===== src/rtl/tlvp_pkg.sv =====
// Package for the tag-length-value parser core.
// Holds the beat payload types, phase codes, tag and status codes and the tag name text.
// No dependencies.
package tlvp_pkg;

   typedef struct packed {
      logic [7:0] data_byte;
      logic       last_byte;
   } req_type;

   typedef struct packed {
      logic        entry_valid;
      logic [1:0]  tag_id;
      logic [63:0] record_length;
      logic [31:0] data_offset;
      logic [5:0]  entry_index;
      logic        done_res;
      logic [1:0]  status;
      logic [6:0]  entry_count;
   } rsp_type;

   typedef struct packed {
      logic    valid;
      req_type req;
   } in_item_type;

   typedef struct packed {
      logic    valid;
      rsp_type rsp;
   } parse_out_type;

   typedef enum logic [2:0] {
      PH_NAME = 3'b001,
      PH_LEN  = 3'b010,
      PH_DATA = 3'b100
   } phase_type;

   localparam int TAG_COUNT = 3;

   localparam logic [1:0] TAG_HEADER   = 2'd0;
   localparam logic [1:0] TAG_BOOKMARK = 2'd1;
   localparam logic [1:0] TAG_EXCLUDE  = 2'd2;

   localparam logic [1:0] ST_OK          = 2'd0;
   localparam logic [1:0] ST_UNKNOWN_TAG = 2'd1;
   localparam logic [1:0] ST_TRUNCATED   = 2'd2;
   localparam logic [1:0] ST_TOO_MANY    = 2'd3;

   localparam logic [63:0] HEADER_TEXT   = "HEADER  ";
   localparam logic [63:0] BOOKMARK_TEXT = "BOOKMARK";
   localparam logic [63:0] EXCLUDE_TEXT  = "EXCLUDE ";

   localparam logic [2:0] LEN_LAST_BYTE = 3'd7;

   function automatic logic [7:0] tag_char(input logic [1:0] id, input logic [2:0] k);
      logic [63:0] text;
      unique case (id)
         TAG_HEADER:   text = HEADER_TEXT;
         TAG_BOOKMARK: text = BOOKMARK_TEXT;
         default:      text = EXCLUDE_TEXT;
      endcase
      return text[{LEN_LAST_BYTE - k, 3'b000} +: 8];
   endfunction

endpackage


===== src/rtl/tlvp_in_stage.sv =====
// Input register of the tag-length-value parser core.
// Depends on tlvp_pkg for the request beat type.
module tlvp_in_stage (
   input  logic                  clock,
   input  logic                  reset,
   input  logic                  req_valid,
   output logic                  req_ready,
   input  tlvp_pkg::req_type     req_payload,
   input  logic                  advance,
   output tlvp_pkg::in_item_type item
);

   logic              valid_ff, valid_in;
   tlvp_pkg::req_type req_ff;

   assign req_ready = !valid_ff || advance;

   always_comb begin
      valid_in = valid_ff;
      if (req_valid && req_ready) begin
         valid_in = 1'b1;
      end else if (advance) begin
         valid_in = 1'b0;
      end
   end

   always_ff @(posedge clock) begin
      if (reset) begin
         valid_ff <= 1'b0;
      end else begin
         valid_ff <= valid_in;
      end
   end

   always_ff @(posedge clock) begin
      if (req_valid && req_ready) begin
         req_ff <= req_payload;
      end
   end

   assign item.valid = valid_ff;
   assign item.req   = req_ff;

endmodule


===== src/rtl/tlvp_parse.sv =====
// Parse engine of the tag-length-value parser core: buffer state and one-byte step.
// Depends on tlvp_pkg for beat types, phase codes, tag text and status codes.
module tlvp_parse #(
   parameter int MAX_ENTRIES = 64,
   parameter int NAME_BYTES  = 8
) (
   input  logic                    clock,
   input  logic                    reset,
   input  tlvp_pkg::in_item_type   item,
   input  logic                    advance,
   output tlvp_pkg::parse_out_type result
);

   localparam int EntryCntW = $clog2(MAX_ENTRIES + 1);
   localparam logic [EntryCntW-1:0] MaxCnt = EntryCntW'(MAX_ENTRIES);
   localparam logic [2:0] NameLast = 3'(NAME_BYTES - 1);

   tlvp_pkg::phase_type  phase_ff, phase_in;
   logic [2:0]           cnt_ff, cnt_in;
   logic [2:0]           flags_ff, flags_in;
   logic [63:0]          len_ff, len_in;
   logic [63:0]          rem_ff, rem_in;
   logic [EntryCntW-1:0] entries_ff, entries_in;
   logic [31:0]          pos_ff, pos_in;
   logic                 stopped_ff, stopped_in;
   logic [1:0]           tag_ff, tag_in;

   logic [7:0]  b;
   logic        last;
   logic [31:0] pos_next;
   logic [63:0] len_full;
   logic [63:0] rem_dec;
   logic [2:0]  match;
   logic [2:0]  flags_new;
   logic        entry, done;
   logic [1:0]  st;

   assign b    = item.req.data_byte;
   assign last = item.req.last_byte;

   always_comb begin
      phase_in   = phase_ff;
      cnt_in     = cnt_ff;
      flags_in   = flags_ff;
      len_in     = len_ff;
      rem_in     = rem_ff;
      entries_in = entries_ff;
      pos_in     = pos_ff;
      stopped_in = stopped_ff;
      tag_in     = tag_ff;
      entry      = 1'b0;
      done       = 1'b0;
      st         = tlvp_pkg::ST_OK;
      result     = '0;
      pos_next   = (pos_ff == 32'hFFFF_FFFF) ? pos_ff : pos_ff + 32'd1;
      len_full   = {b, len_ff[63:8]};
      rem_dec    = (rem_ff != 64'd0) ? rem_ff - 64'd1 : rem_ff;
      for (int i = 0; i < tlvp_pkg::TAG_COUNT; i++) begin
         match[i] = (b == tlvp_pkg::tag_char(2'(i), cnt_ff));
      end
      flags_new  = flags_ff & match;

      if (!stopped_ff) begin
         pos_in = pos_next;
         unique case (phase_ff)
            tlvp_pkg::PH_LEN: begin
               if (cnt_ff == tlvp_pkg::LEN_LAST_BYTE) begin
                  cnt_in = 3'd0;
                  if (entries_ff >= MaxCnt) begin
                     done       = 1'b1;
                     st         = tlvp_pkg::ST_TOO_MANY;
                     stopped_in = 1'b1;
                  end else begin
                     entry      = 1'b1;
                     entries_in = entries_ff + 1'b1;
                     rem_in     = len_full;
                     phase_in   = (len_full == 64'd0) ? tlvp_pkg::PH_NAME : tlvp_pkg::PH_DATA;
                     flags_in   = 3'b111;
                  end
                  len_in = 64'd0;
               end else begin
                  cnt_in = cnt_ff + 3'd1;
                  len_in = len_full;
               end
            end
            tlvp_pkg::PH_DATA: begin
               rem_in = rem_dec;
               if (rem_dec == 64'd0) begin
                  phase_in = tlvp_pkg::PH_NAME;
                  cnt_in   = 3'd0;
                  flags_in = 3'b111;
               end
            end
            default: begin
               flags_in = flags_new;
               if (cnt_ff >= NameLast) begin
                  cnt_in = 3'd0;
                  if (flags_new == 3'b000) begin
                     done       = 1'b1;
                     st         = tlvp_pkg::ST_UNKNOWN_TAG;
                     stopped_in = 1'b1;
                  end else begin
                     tag_in   = flags_new[0] ? tlvp_pkg::TAG_HEADER :
                                (flags_new[1] ? tlvp_pkg::TAG_BOOKMARK : tlvp_pkg::TAG_EXCLUDE);
                     phase_in = tlvp_pkg::PH_LEN;
                     len_in   = 64'd0;
                  end
               end else begin
                  cnt_in = cnt_ff + 3'd1;
               end
            end
         endcase

         if (last && !done) begin
            done = 1'b1;
            if (phase_in == tlvp_pkg::PH_LEN ||
                (phase_in != tlvp_pkg::PH_DATA && cnt_in != 3'd0)) begin
               st = tlvp_pkg::ST_TRUNCATED;
            end
         end

         result.valid           = entry || done;
         result.rsp.entry_valid = entry;
         result.rsp.done_res    = done;
         result.rsp.status      = st;
         result.rsp.entry_count = 7'(entries_in);
         if (entry) begin
            result.rsp.tag_id        = tag_ff;
            result.rsp.record_length = len_full;
            result.rsp.data_offset   = pos_next;
            result.rsp.entry_index   = 6'(entries_ff);
         end
      end

      if (last) begin
         phase_in   = tlvp_pkg::PH_NAME;
         cnt_in     = 3'd0;
         flags_in   = 3'b111;
         len_in     = 64'd0;
         rem_in     = 64'd0;
         entries_in = '0;
         pos_in     = 32'd0;
         stopped_in = 1'b0;
         tag_in     = tlvp_pkg::TAG_HEADER;
      end
   end

   always_ff @(posedge clock) begin
      if (reset) begin
         phase_ff   <= tlvp_pkg::PH_NAME;
         cnt_ff     <= 3'd0;
         flags_ff   <= 3'b111;
         len_ff     <= 64'd0;
         rem_ff     <= 64'd0;
         entries_ff <= '0;
         pos_ff     <= 32'd0;
         stopped_ff <= 1'b0;
         tag_ff     <= tlvp_pkg::TAG_HEADER;
      end else if (advance) begin
         phase_ff   <= phase_in;
         cnt_ff     <= cnt_in;
         flags_ff   <= flags_in;
         len_ff     <= len_in;
         rem_ff     <= rem_in;
         entries_ff <= entries_in;
         pos_ff     <= pos_in;
         stopped_ff <= stopped_in;
         tag_ff     <= tag_in;
      end
   end

endmodule


===== src/rtl/tlvp_out_stage.sv =====
// Result register of the tag-length-value parser core.
// Depends on tlvp_pkg for the result beat type.
module tlvp_out_stage (
   input  logic                    clock,
   input  logic                    reset,
   input  tlvp_pkg::parse_out_type result,
   input  logic                    advance,
   output logic                    out_free,
   output logic                    rsp_valid,
   input  logic                    rsp_ready,
   output tlvp_pkg::rsp_type       rsp_payload
);

   logic              valid_ff, valid_in;
   tlvp_pkg::rsp_type rsp_ff;
   logic              load;

   assign load     = advance && result.valid;
   assign out_free = !valid_ff || rsp_ready;

   always_comb begin
      valid_in = valid_ff;
      if (load) begin
         valid_in = 1'b1;
      end else if (rsp_ready) begin
         valid_in = 1'b0;
      end
   end

   always_ff @(posedge clock) begin
      if (reset) begin
         valid_ff <= 1'b0;
      end else begin
         valid_ff <= valid_in;
      end
   end

   always_ff @(posedge clock) begin
      if (load) begin
         rsp_ff <= result.rsp;
      end
   end

   assign rsp_valid   = valid_ff;
   assign rsp_payload = rsp_ff;

endmodule


===== src/rtl/tag_length_value_parser_core.sv =====
// Tag-length-value parser core. Takes one buffer byte per beat and reports each record
// header (tag, length, data offset, index) and the end-of-buffer status. A new byte is
// accepted every cycle while the result side is not stalled; each byte passes through an
// input register, one parse step and a result register. Only a held result beat
// (rsp_ready low) stalls the input side. No clearing pass after reset.
module tag_length_value_parser_core #(
   parameter int MAX_ENTRIES = 64,
   parameter int NAME_BYTES  = 8
) (
   input  logic              clock,
   input  logic              reset,
   input  logic              req_valid,
   output logic              req_ready,
   input  tlvp_pkg::req_type req_payload,
   output logic              rsp_valid,
   input  logic              rsp_ready,
   output tlvp_pkg::rsp_type rsp_payload
);

   tlvp_pkg::in_item_type   item;
   tlvp_pkg::parse_out_type result;
   logic                    out_free;
   logic                    advance;

   assign advance = item.valid && out_free;

   tlvp_in_stage u_in_stage (
      .clock       (clock),
      .reset       (reset),
      .req_valid   (req_valid),
      .req_ready   (req_ready),
      .req_payload (req_payload),
      .advance     (advance),
      .item        (item)
   );

   tlvp_parse #(
      .MAX_ENTRIES (MAX_ENTRIES),
      .NAME_BYTES  (NAME_BYTES)
   ) u_parse (
      .clock   (clock),
      .reset   (reset),
      .item    (item),
      .advance (advance),
      .result  (result)
   );

   tlvp_out_stage u_out_stage (
      .clock       (clock),
      .reset       (reset),
      .result      (result),
      .advance     (advance),
      .out_free    (out_free),
      .rsp_valid   (rsp_valid),
      .rsp_ready   (rsp_ready),
      .rsp_payload (rsp_payload)
   );

endmodule


===== config.mk =====
export PLATFORM = sky130hd
export DESIGN_NAME = tag_length_value_parser_core
export DESIGN_NICKNAME = d
export VERILOG_FILES = /design/src/rtl/tlvp_pkg.sv /design/src/rtl/tlvp_in_stage.sv /design/src/rtl/tlvp_parse.sv /design/src/rtl/tlvp_out_stage.sv /design/src/rtl/tag_length_value_parser_core.sv
export SDC_FILE = /design/constraint.sdc
export NUM_CORES = 1
export LEC_CHECK = 0
export BUFFER_PORTS_ARGS = -buffer_cell sky130_fd_sc_hd__buf_2
export CORE_ASPECT_RATIO = 0.6
export CORE_UTILIZATION = 28
export CTS_CLUSTER_SIZE = 16
export DETAILED_ROUTE_END_ITERATION = 16
export PLACE_DENSITY_LB_ADDON = 0.15
export SETUP_SLACK_MARGIN = 0.15
export SYNTH_ARGS = -nofsm -noshare
export SYNTH_HDL_FRONTEND = slang
export SYNTH_SLANG_ARGS = --single-unit

===== constraint.sdc =====
create_clock -name clock -period 6.73 [get_ports clock]
set_input_delay 1.346 -clock clock [delete_from_list [all_inputs] [get_ports clock]]
set_output_delay 1.346 -clock clock [all_outputs]
set_load 0.05 [all_outputs]

; ---- After elaboration in Yosys (flattened, before gate mapping)
; Index checks and enable logic that the tools add are counted.
; W data, S select, Z words.
[word_totals]
regBits = 305
input_bits = 13
out_inout_bits = 117
wordCells = 156
[op_classes]
addsub = 5
order_cmp = 2
eq_ne = 17
shifts = 3
mux = 77
n_bitwise = 2
reduce_logical = 29
[op_table]
columns = op, n
row1 = $mux W64, 10
row2 = $pmux W64 S2, 2
row3 = $shiftx A64 B7 Y8 const A, 3
row4 = $logic_not A64 Y1, 2
row5 = $mux W116, 1
row6 = $mux W104, 1
row7 = $mux W32, 3
row8 = $reduce_bool A64 Y1, 1
row9 = $sub A64 B1 Y64 const B, 1
row10 = $mux W3, 20
row11 = $mux W7, 5
row12 = $add A32 B1 Y32 const B, 1
row13 = $eq A32 B32 Y1 const B, 1
row14 = $eq A8 B8 Y1, 3
row15 = $mux W2, 12
row16 = $reduce_and A5 Y1, 4
row17 = $mux W1, 18
row18 = $pmux W3 S2, 3
row19 = $ne A3 B3 Y1 const B, 3
row20 = $reduce_bool A3 Y1, 3
row21 = $add A7 B1 Y7 const B, 1
row22 = $ge A7 B7 Y1 const B, 1
row23 = $eq A3 B2 Y1 const B, 2
row24 = $eq A3 B3 Y1 const B, 2
row25 = 17 further kinds, 32

; ---- Logic depth before layout (Yosys ltp)
; Gate-level depths: netlist (run 1).
[logic_depth]
depth_word = 17
mapped_depth = 15
mapped_depth_nobuf = 12

; ---- Hierarchy
; From an unflattened synthesis (run 1), not the netlist that was laid out.
[unflattened]
cells_unflattened = 1873
hier_area_um2 = 15822.7
[by_module_without_submodules]
columns = module, n_inst, cells_each, area_per_inst_um2, seq_area_each_um2
row1 = tlvp_parse, 1, 1737, 11980.2, 3423.3
row2 = tlvp_out_stage, 1, 120, 3503.4, 3473.3
row3 = tlvp_in_stage, 1, 15, 332.8, 290.3
row4 = tag_length_value_parser_core, 1, 1, 6.3, 0.0

; ---- Worst setup path after synthesis (run 1)
; OpenSTA, ideal clock, no wires.
[synth_path]
path_type = register to register
start = reg u_parse.cnt_ff[0]
end = reg u_out_stage.rsp_ff, in the netlist u_out_stage.rsp_payload[0], enable pin
setup_ps = 488
arrival_time_ps = 4936
required_ps = 6242
setup_slack_ps = 1306
path_stages_with_launch = 13
n_path_buf = 1
period_less_slack_ps = 5424
cell_sequence = dfxtp_1 -> inv_1 -> ha_1 -> clkbuf_1 -> xor2_1 -> or3_1 -> o32ai_1 -> and3_1 -> nor3_1 -> a22o_1 -> nand2_1 -> a31oi_1 -> and3_1
[synth_between]
elab_chain_cells = 16
word_cells_on_any_way = 26
cone_classes = add/sub (1) / order compare (1) / eq/ne (4) / shift (3) / mux (11) / bitwise (1) / reduce/logical (5)
[synth_lines]
columns = element, line
row1 = start: declaration, tlvp_parse.sv:19  ; logic [2:0] cnt_ff, cnt_in;
row2 = start signal: assignment, tlvp_parse.sv:161  ; cnt_ff <= cnt_in;
row3 = $sub A3 B3 Y3, tlvp_pkg.sv:62  ; return text[{LEN_LAST_BYTE - k, 3'b000} +: 8];
row4 = $shiftx A64 B7 Y8, tlvp_pkg.sv:62
row5 = $eq A8 B8 Y1, tlvp_parse.sv:59  ; match[i] = (b == tlvp_pkg::tag_char(2'(i), cnt_ff));
row6 = $and A3 B3 Y3, tlvp_parse.sv:61  ; flags_new = flags_ff & match;
row7 = $logic_not A3 Y1, tlvp_parse.sv:98  ; if (flags_new == 3'b000) begin
row8 = $mux W1, tlvp_parse.sv:98
row9 = $mux W1, tlvp_parse.sv:96  ; if (cnt_ff >= NameLast) begin
row10 = $pmux W1 S2, tlvp_parse.sv:65  ; unique case (phase_ff)
row11 = $mux W1, tlvp_parse.sv:63  ; if (!stopped_ff) begin
row12 = $logic_not A1 Y1, tlvp_parse.sv:114  ; if (last && !done) begin
row13 = $logic_and A1 B1 Y1, tlvp_parse.sv:114
row14 = $mux W1, tlvp_parse.sv:114
row15 = $mux W1, tlvp_parse.sv:63
row16 = $logic_or A1 B1 Y1 (*), tlvp_parse.sv:122  ; result.valid = entry || done;
row17 = $mux W116 (*), tlvp_parse.sv:63
row18 = $logic_and A1 B1 Y1 (*), tlvp_out_stage.sv:18  ; assign load = advance && result.valid;
row19 = net u_out_stage.load, tlvp_out_stage.sv:16  ; logic load;
row20 = end signal: assignment, tlvp_out_stage.sv:40  ; rsp_ff <= result.rsp;
row21 = end: declaration, tlvp_out_stage.sv:15  ; tlvp_pkg::rsp_type rsp_ff;
; The timed path passes the listed nets; every way through them passes the cells marked *. The select of a mux whose other input is x is not followed.
; A chain may end at the register's enable or synchronous reset.

; ---- Worst setup path after layout (run 1)
[layout_path]
start = reg u_parse.rem_ff[57]
end = reg u_parse.phase_ff[2]
[layout_between]
elab_chain_cells = 8
word_cells_on_any_way = 9
cone_classes = add/sub (1) / mux (6) / reduce/logical (2)
[layout_lines]
columns = element, line
row1 = start: declaration, tlvp_parse.sv:22  ; logic [63:0] rem_ff, rem_in;
row2 = start signal: assignment, tlvp_parse.sv:164  ; rem_ff <= rem_in;
row3 = $sub A64 B1 Y64 / $reduce_bool A64 Y1 (equally long branches), tlvp_parse.sv:57  ; rem_dec = (rem_ff != 64'd0) ? rem_ff - 64'd1 : rem_ff;
row4 = $mux W64 (*), tlvp_parse.sv:57
row5 = $logic_not A64 Y1 (*), tlvp_parse.sv:88  ; if (rem_dec == 64'd0) begin
row6 = $mux W3 (*), tlvp_parse.sv:88
row7 = $pmux W3 S2 (*), tlvp_parse.sv:65
row8 = $mux W3 (*) (2 in a row), tlvp_parse.sv:63
row9 = $mux W3 (*), tlvp_parse.sv:135  ; if (last) begin
row10 = end signal: assignment, tlvp_parse.sv:150  ; phase_ff <= tlvp_pkg::PH_NAME;
row11 = end signal: assignment, tlvp_parse.sv:160  ; phase_ff <= phase_in;
row12 = end: declaration, tlvp_parse.sv:18  ; tlvp_pkg::phase_type phase_ff, phase_in;
; Every way passes the cells marked *; elsewhere a longest branch is shown, timed or not. The select of a mux whose other input is x is not followed.

==> metrics.md, run 1 <==
| Metric | Value |
|---|---|
| Status | finished clean |
| Number of DRC markers in iteration 0 | 1677 |
| Worst min path class | register to register |
| H-tree lvl count | 1 |
| Vias in the first global route | 13100 |
| Final Util | 0.325 |
| Ports | 130 |
| CP Max Fanout | 19 |
| Pin count of the biggest net entering global routing | 99 |
| Critical path launch point type | register |
| R2r setup slk | 1.50 ns |
| Clock Tree Root | clkbuf_16 |
| Adder-cell area share of the yosys netlist | 0.0103 |
| Most frequent cells in the layout | nor2_1 (234), dfxtp_1 (173), a21oi_1 (151) |
| Worst reg-to-reg path cell count | 9 |
| Layout cells sized above 1 | 0.128 |
| Reg-to-reg startpoint | u_parse.rem_ff[57] |
| Fin Clk Skew | 0.0265 ns |
| Detailed Routing Iterations Pass 1 | 5 |
| Drt drc | 0 |
| Asr flop ratio synth | 0 |
| Xor/xnor share of the synthesized area | 0.0338 |
| Die area | 57400 µm² |
| Average cell area after synthesis | 8.52 µm² |
| Seq/Total Area, Yosys | 0.455 |
| Netlist cell types | 77 |
| Die X | 309 µm |
| Initial antenna violation count | 2 |
| Synth warnings | 0 |
| PwrDens | 222 nW/µm² |
| Worst Max-Slew Pin Slew | 1.25 ns |
| Max-cap violations | 0 |
| Fin area | 18200 µm² |
| Arr. time, crit path | 5.66 ns |
| Cells after Synth | 1856 |
| Final Max Tran Viols | 0 |
| Power, Total | 4.02 mW |
| Worst-path clk slew | 0.07 ns |
| Placed cell areas | 17100 µm² |
| First-pass GRT wire length | 88200 µm |
| CTS max path bufs | 3 |
| Routed length per instance | 22.3 µm |
| Post-synthesis simple-gate area fraction | 0.284 |
| Critical path endpoint category | register |
| TNS Setup | 0 ns |
| Hold path cells | 2 |
| #FFs+latches synth | 297 |
| Vias/cell | 5.46 |
| Post-synthesis mux area share | 0.00467 |
| Commonest non-fill, non-tap cell in the layout | nor2_1 |
| Layout area overhead | 14.9% |
| CTS Buf Count | 31 |
| Post-CTS Setup Inserts | 0 |
| Required @ worst endpoint | 7.16 ns |
| Hold_buf cts | 0 |
| RR Endpoint | u_parse.phase_ff[2] |
| Slew headroom | 0.166 |
| Post-synthesis instance area | 15800 µm² |
| GRT Util Overall | 0.204 |
| Placed wire-length estimate | 42500 µm |
| Post_cts resized | 0 |
| Total gr overflow | 0 |
| Post-synth EDFFs | 124 |
| Worst Setup SP | u_parse.rem_ff[57] |
| Core area | 55800 µm² |
| Initial core utilization | 0.283 |
| RSZ-0062 raised after global routing | no |
| Row count | 67 |
| Finished Layout Cells | 2689 |
| Crit path kind | register to register |
| Setup violations, final | 0 |
| Die extent in y | 186 µm |
| Mapped Nets | 1882 |
| Final wirelength | 59900 µm |
| Post-synthesis compound-gate area fraction | 0.173 |
| Final hold violations | 0 |
| VDD IR max | 0.168 mV |
| Placed cells | 2629 |
| Period minus WS final | 5.23 ns |
| Worst-Skew Late Latency | 0.61 ns |
| Fmax | 191 MHz |
| LEAKAGE | 6.71 nW |
| Final RePlAce weighted congestion | 0.962 |
| Filler Cell Count | 5862 |
| Final Net Count | 1929 |
| Largest family of logic cells by synthesized area | simple AND/OR/NAND/NOR gates |
| Antenna-violating nets left | 0 |
| Post-synth top flop | dfxtp_1 |
| Vias | 14700 |
| Worst setup path endpoint | u_parse.phase_ff[2] |
| Final period util | 0.777 |
| Port bufs | 129 |
| CTS tree | done |
| Clock Sinks | 297 |
[worst min-delay path by stage]
| stage | startpoint | to | slack (ns) |
|---|---|---|---|
| final | u_parse.tag_ff[1] | u_parse.tag_ff[1] | 0.49 |
| after global routing | u_parse.rem_ff[54] | u_parse.rem_ff[54] | 0.53 |
| after CTS | u_parse.tag_ff[1] | u_parse.tag_ff[1] | 0.49 |
| after detailed placement | u_parse.tag_ff[1] | u_parse.tag_ff[1] | 0.48 |
| after global placement | u_parse.tag_ff[1] | u_parse.tag_ff[1] | 0.47 |
| after floorplan | u_parse.rem_ff[54] | u_parse.rem_ff[54] | 0.45 |
[where the power goes]
group / internal, mW / switching, mW / total (mW)
registers: 1.88 / 0.0177 / 1.90
clock network: 0.970 / 0.794 / 1.76
logic: 0.101 / 0.259 / 0.360
[final cells by class]
class / instances / area, µm² / share of cell area
clock inverters: 24 / 238 / 0.0131
clock buffers: 34 / 787 / 0.0433
diodes: 2 / 5.00 / 0.000276
inverters: 16 / 60.1 / 0.00331
multi-input cells: 1396 / 8050 / 0.443
repair buffers: 161 / 888 / 0.0489
well taps: 759 / 950 / 0.0523
flip-flops and latches: 297 / 7190 / 0.396
[synth_stat cells (all sizes together), types with 11 or more instances]
master | n | area [µm²]
a211oi | 16 | 120
a21oi | 153 | 766
a22oi | 43 | 323
a31oi | 14 | 87.6
and2 | 79 | 494
and3 | 17 | 106
clkbuf | 140 | 526
dfxtp | 173 | 3460
edfxtp | 124 | 3720
ha | 13 | 163
inv | 15 | 56.3
nand2 | 144 | 543
nand2b | 65 | 407
nand3 | 93 | 465
nand4 | 29 | 181
nor2 | 236 | 886
nor2b | 12 | 75.1
nor3 | 61 | 310
nor4 | 63 | 422
o21ai | 99 | 495
o31ai | 23 | 173
o41ai | 11 | 96.3
or3 | 11 | 68.8
or4 | 23 | 176
xnor2 | 30 | 263
xor2 | 31 | 272
[flip-flops by register name, summed over array words and instances, names as in the netlist, 2 cells and up]
signal	count
u_parse.flags_ff	3
u_parse.len_ff	56
u_parse.phase_ff	3
u_parse.tag_ff	2
u_out_stage.rsp_payload	115
u_parse.rem_ff	64
u_parse.cnt_ff	3
u_in_stage.item	9
u_parse.entries_ff	7
u_parse.pos_ff	32
[worst max-delay path, stage by stage, from the launching register on]
cell and delay [ns]:
dfxtp_1 0.43, or4_1 0.64, or4b_4 0.62, nor4_4 0.90, nand2_2 0.55, a31oi_1 0.68
nand2_1 0.11, nor4_1 0.47, and4_1 0.50, o22ai_1 0.14
[stage by stage]
step | hold WS, ns | worst slack [ns]
floorplan | 0.452 | 1.31
global placement | 0.469 | 1.79
detailed placement | 0.485 | 1.72
CTS | 0.494 | 1.69
global route | 0.530 | 1.32
finish | 0.490 | 1.50
[kinds of logic after synthesis]
| group | after synthesis |
|---|---|
| AND/OR/NAND/NOR | 875 |
| XOR/XNOR | 61 |
| AO/OA/AOI/OAI | 440 |
| multiplexers | 7 |
| adder cells (fa/ha/maj) | 13 |
| flip-flops | 297 |
| buffers and inverters | 163 |
[per-layer routing]
layer	GRT usage	wire [µm]	up-vias
met3	0.0621	6910	62
met4	0.0356	925	0
met2	0.242	20700	670
met1	0.340	31400	7083
met5	0	0	-
li1	-	-	6865
Power figures use the tool's default switching activity.
==> inputs of run 2 (changes only) <==
- ABC_AREA: default -> 1
- clock period: 6.73 -> 4.3 ns (I/O delays scaled with it)
==> run 2 against run 1 <==
  * Sequential share of layout area is 1.7 points lower
  * Die area up 3.6%
  * First-iteration DRC count grew 11%
  * Utilization rose by 0.48 points
  * Via count up 11%
  * Area after synthesis rose by 3.6%
  * Critical path depth up 11
  * Highest routed layer unchanged
==> metrics.md, run 2 <==
| Metric | Value |
|---|---|
| Number of DRC markers in iteration 0 | 1869 |
| Arr. time, crit path | 4.18 ns |
| Initial antenna violation count | 0 |
| Commonest non-fill, non-tap cell in the layout | nand2_1 |
| Wire length on met3 | 7350 µm |
| Top post-synthesis cells by count | nand2_1 (643), nor2_1 (384), inv_1 (229) |
| WL met2 | 23000 µm |
| Detailed Routing Iterations Pass 1 | 8 |
| Clk pwr share | 0.369 |
| Wl on met1 | 34900 µm |
| Setup violations, final | 0 |
| Pin count of the biggest net entering global routing | 104 |
| RSZ-0062 raised after global routing | no |
| Post-synth EDFFs | 124 |
| Critical path launch point type | register |
| Critical path endpoint category | register |
| Post-CTS Setup Inserts | 0 |
| Placed cells | 3155 |
| Average cell area after synthesis | 7.06 µm² |
| Largest area contributor in the netlist | edfxtp_1 |
| Post-synthesis instance area | 16400 µm² |
| CTS Buf Count | 30 |
| Routed length per instance | 20.6 µm |
| Placed wire-length estimate | 51600 µm |
| Total gr overflow | 0 |
| CTS max path bufs | 3 |
| Worst-Skew Late Latency | 0.59 ns |
| LEAKAGE | 7.52 nW |
| Final Net Count | 2443 |
| Worst path cell trace | nor2_1 > nand2_1 > nor2_1 > nand2_1 > nor2_1 > nand2_1 > nand2_1 > nand2_1 > nand2_1 > nand2_1 > nor2_1 > nand2_1 > nor2_1 > nand3_1 > nand3_1 > nand2_1 > nor2_1 > nand3_1 > nand3_1 > nand2_1 |
| Worst-path clk slew | 0.07 ns |
| TNS Setup | 0 ns |
| Die area | 59500 µm² |
| First-pass GRT wire length | 97500 µm |
| Ports | 130 |
| Final period util | 0.893 |
| Cells after Synth | 2319 |
| Worst Max-Slew Pin Slew | 1.23 ns |
| Asr flop ratio synth | 0 |
| Period minus WS final | 3.84 ns |
| Layout area overhead | 16.1% |
| Layout cells sized above 1 | 0.120 |
| Flop pwr share | 0.389 |
| Synth warnings | 0 |
| H-tree lvl count | 1 |
| Filler Cell Count | 6210 |
| CTS tree | done |
| Internal power | 5.22 mW |
| Final RePlAce weighted congestion | 1.03 |
| Vias in the first global route | 14900 |
| Mapped Nets | 2345 |
| Die extent in y | 189 µm |
| Final hold violations | 0 |
| Crit path kind | register to register |
| GRT Util Overall | 0.218 |
| Required @ worst endpoint | 4.64 ns |
| Highest Signal Layer | met4 |
| Antenna-violating nets left | 0 |
| Drt drc | 0 |
| Vias/cell | 5.06 |
| Slew headroom | 0.172 |
| Largest register FFs | 115 |
| Clock Sinks | 297 |
| Comb pwr share | 0.241 |
| Core area | 57600 µm² |
| PwrDens | 419 nW/µm² |
| #FFs+latches synth | 297 |
| Worst path max stage delay | 0.57 ns |
| CP Max Fanout | 5 |
| Slowest-stage cell, CP | nor2_1 |
| Fin Clk Skew | 0.0200 ns |
| Vias | 16300 |
| Share of the synthesized area in the top cell type | 0.227 |
| Seq/Total Area, Yosys | 0.439 |
| Die X | 314 µm |
| Port bufs | 129 |
| Row count | 68 |
| Initial core utilization | 0.284 |
| Netlist cell types | 46 |
| Most frequent cells in the layout | nand2_1 (642), nor2_1 (383), inv_1 (225) |
| Worst min path class | primary input to register |
| Clock Tree Root | clkbuf_16 |
| Count leader, synth | nand2_1 |
| Fmax | 260 MHz |
| Max-cap violations | 0 |
| Most used cell, CP | nand2_1 |
| Hold_buf cts | 0 |
| Sw power | 2.75 mW |
| Post-synth top flop | dfxtp_1 |
| Finished Layout Cells | 3212 |
| Largest cells by area after synthesis | edfxtp_1 (23%), dfxtp_1 (21%), nand2_1 (15%) |
| VDD IR max | 0.289 mV |
| Status | finished clean |
| Switching share of power | 0.345 |
| Post_cts resized | 0 |
| Final Max Tran Viols | 0 |
| Final wirelength | 66000 µm |
## run 2: changes by cell type in the layout (fill, tap and decap cells not counted), sizes merged, moves of 22 or more
cell    delta
a22oi     -42
a21oi     +62
inv      +218
nor2     +171
nor3      -34
o31ai     -23
nand2    +525
nand2b    -65
and2      -75
o211ai    +27
or4       -22
nor4      -44
nand3     -33
## run 2: power groups by stage
stage	logic (mW)	registers [mW]	clock network [mW]
2_1_floorplan	1.09	3.28	0
3_3_place_gp	1.86	3.16	0
3_5_place_dp	1.85	3.16	0
4_1_cts	1.85	3.10	3.00
5_1_grt	2.08	3.11	3.13
6_report	1.92	3.10	2.94
## run 2: final timing paths
kind                                       startpoint                    endpoint  slack, ns  cells past startpoint
worst min-delay path                   req_payload[8]          u_in_stage.item[8]       0.46                      1
worst max-delay path               u_parse.rem_ff[14]  u_out_stage.rsp_payload[8]       0.46                     20
worst max register to register     u_parse.rem_ff[14]  u_out_stage.rsp_payload[8]       0.46                     20
worst min register to register  u_parse.entries_ff[5]       u_parse.entries_ff[5]       0.47                      2
## run 2: stage by stage
stage / setup WS (ns) / area [µm²] / power, mW / utilization / hold WS, ns
6_report: 0.458 / 19000 / 7.97 / 0.330 / 0.455
5_1_grt: 0.201 / 19000 / 8.32 / 0.330 / 0.437
4_1_cts: 0.518 / 19000 / 7.96 / 0.330 / 0.432
3_5_place_dp: 0.531 / 17900 / 5.01 / 0.311 / 0.455
3_3_place_gp: 0.578 / 17900 / 5.03 / 0.311 / 0.453
2_1_floorplan: 0.165 / 16400 / 4.37 / - / 0.433
## run 2: area by class of cell
| type | count | area (µm²) | share of cell area |
|---|---|---|---|
| Multi-Input combinational cell | 1691 | 7940 | 0.418 |
| Sequential cell | 297 | 7190 | 0.378 |
| Tap cell | 770 | 963 | 0.0507 |
| Timing Repair Buffer | 158 | 903 | 0.0475 |
| Inverter | 239 | 902 | 0.0474 |
| Clock buffer | 40 | 885 | 0.0465 |
| Clock inverter | 16 | 219 | 0.0115 |
| Antenna cell | 1 | 2.50 | 0.000132 |
## run 2: cell families (layout without fill, tap and decap cells)
| kind of cell | Yosys count | in the layout | share of synthesized area |
|---|---|---|---|
| flops | 297 | 297 | 0.439 |
| simple gates | 1255 | 1255 | 0.322 |
| fa+ha+maj | 13 | 13 | 0.00993 |
| compound gates | 383 | 383 | 0.128 |
| buf+inv | 331 | 453 | 0.0803 |
| other cells | 0 | 1 | 0 |
| xor+xnor | 40 | 40 | 0.0214 |
## run 2: worst max-delay path, delay by kind of cell (launching register included)
kind | cells | cell delay, ns
simple gates | 20 | 3.18
flops | 1 | 0.41
## run 2: routing by layer
metal,vias to the layer above,global-route usage
li1,7728,-
met1,7742,0.360
met2,717,0.263
met3,68,0.0720
met4,0,0.0278
met5,-,0
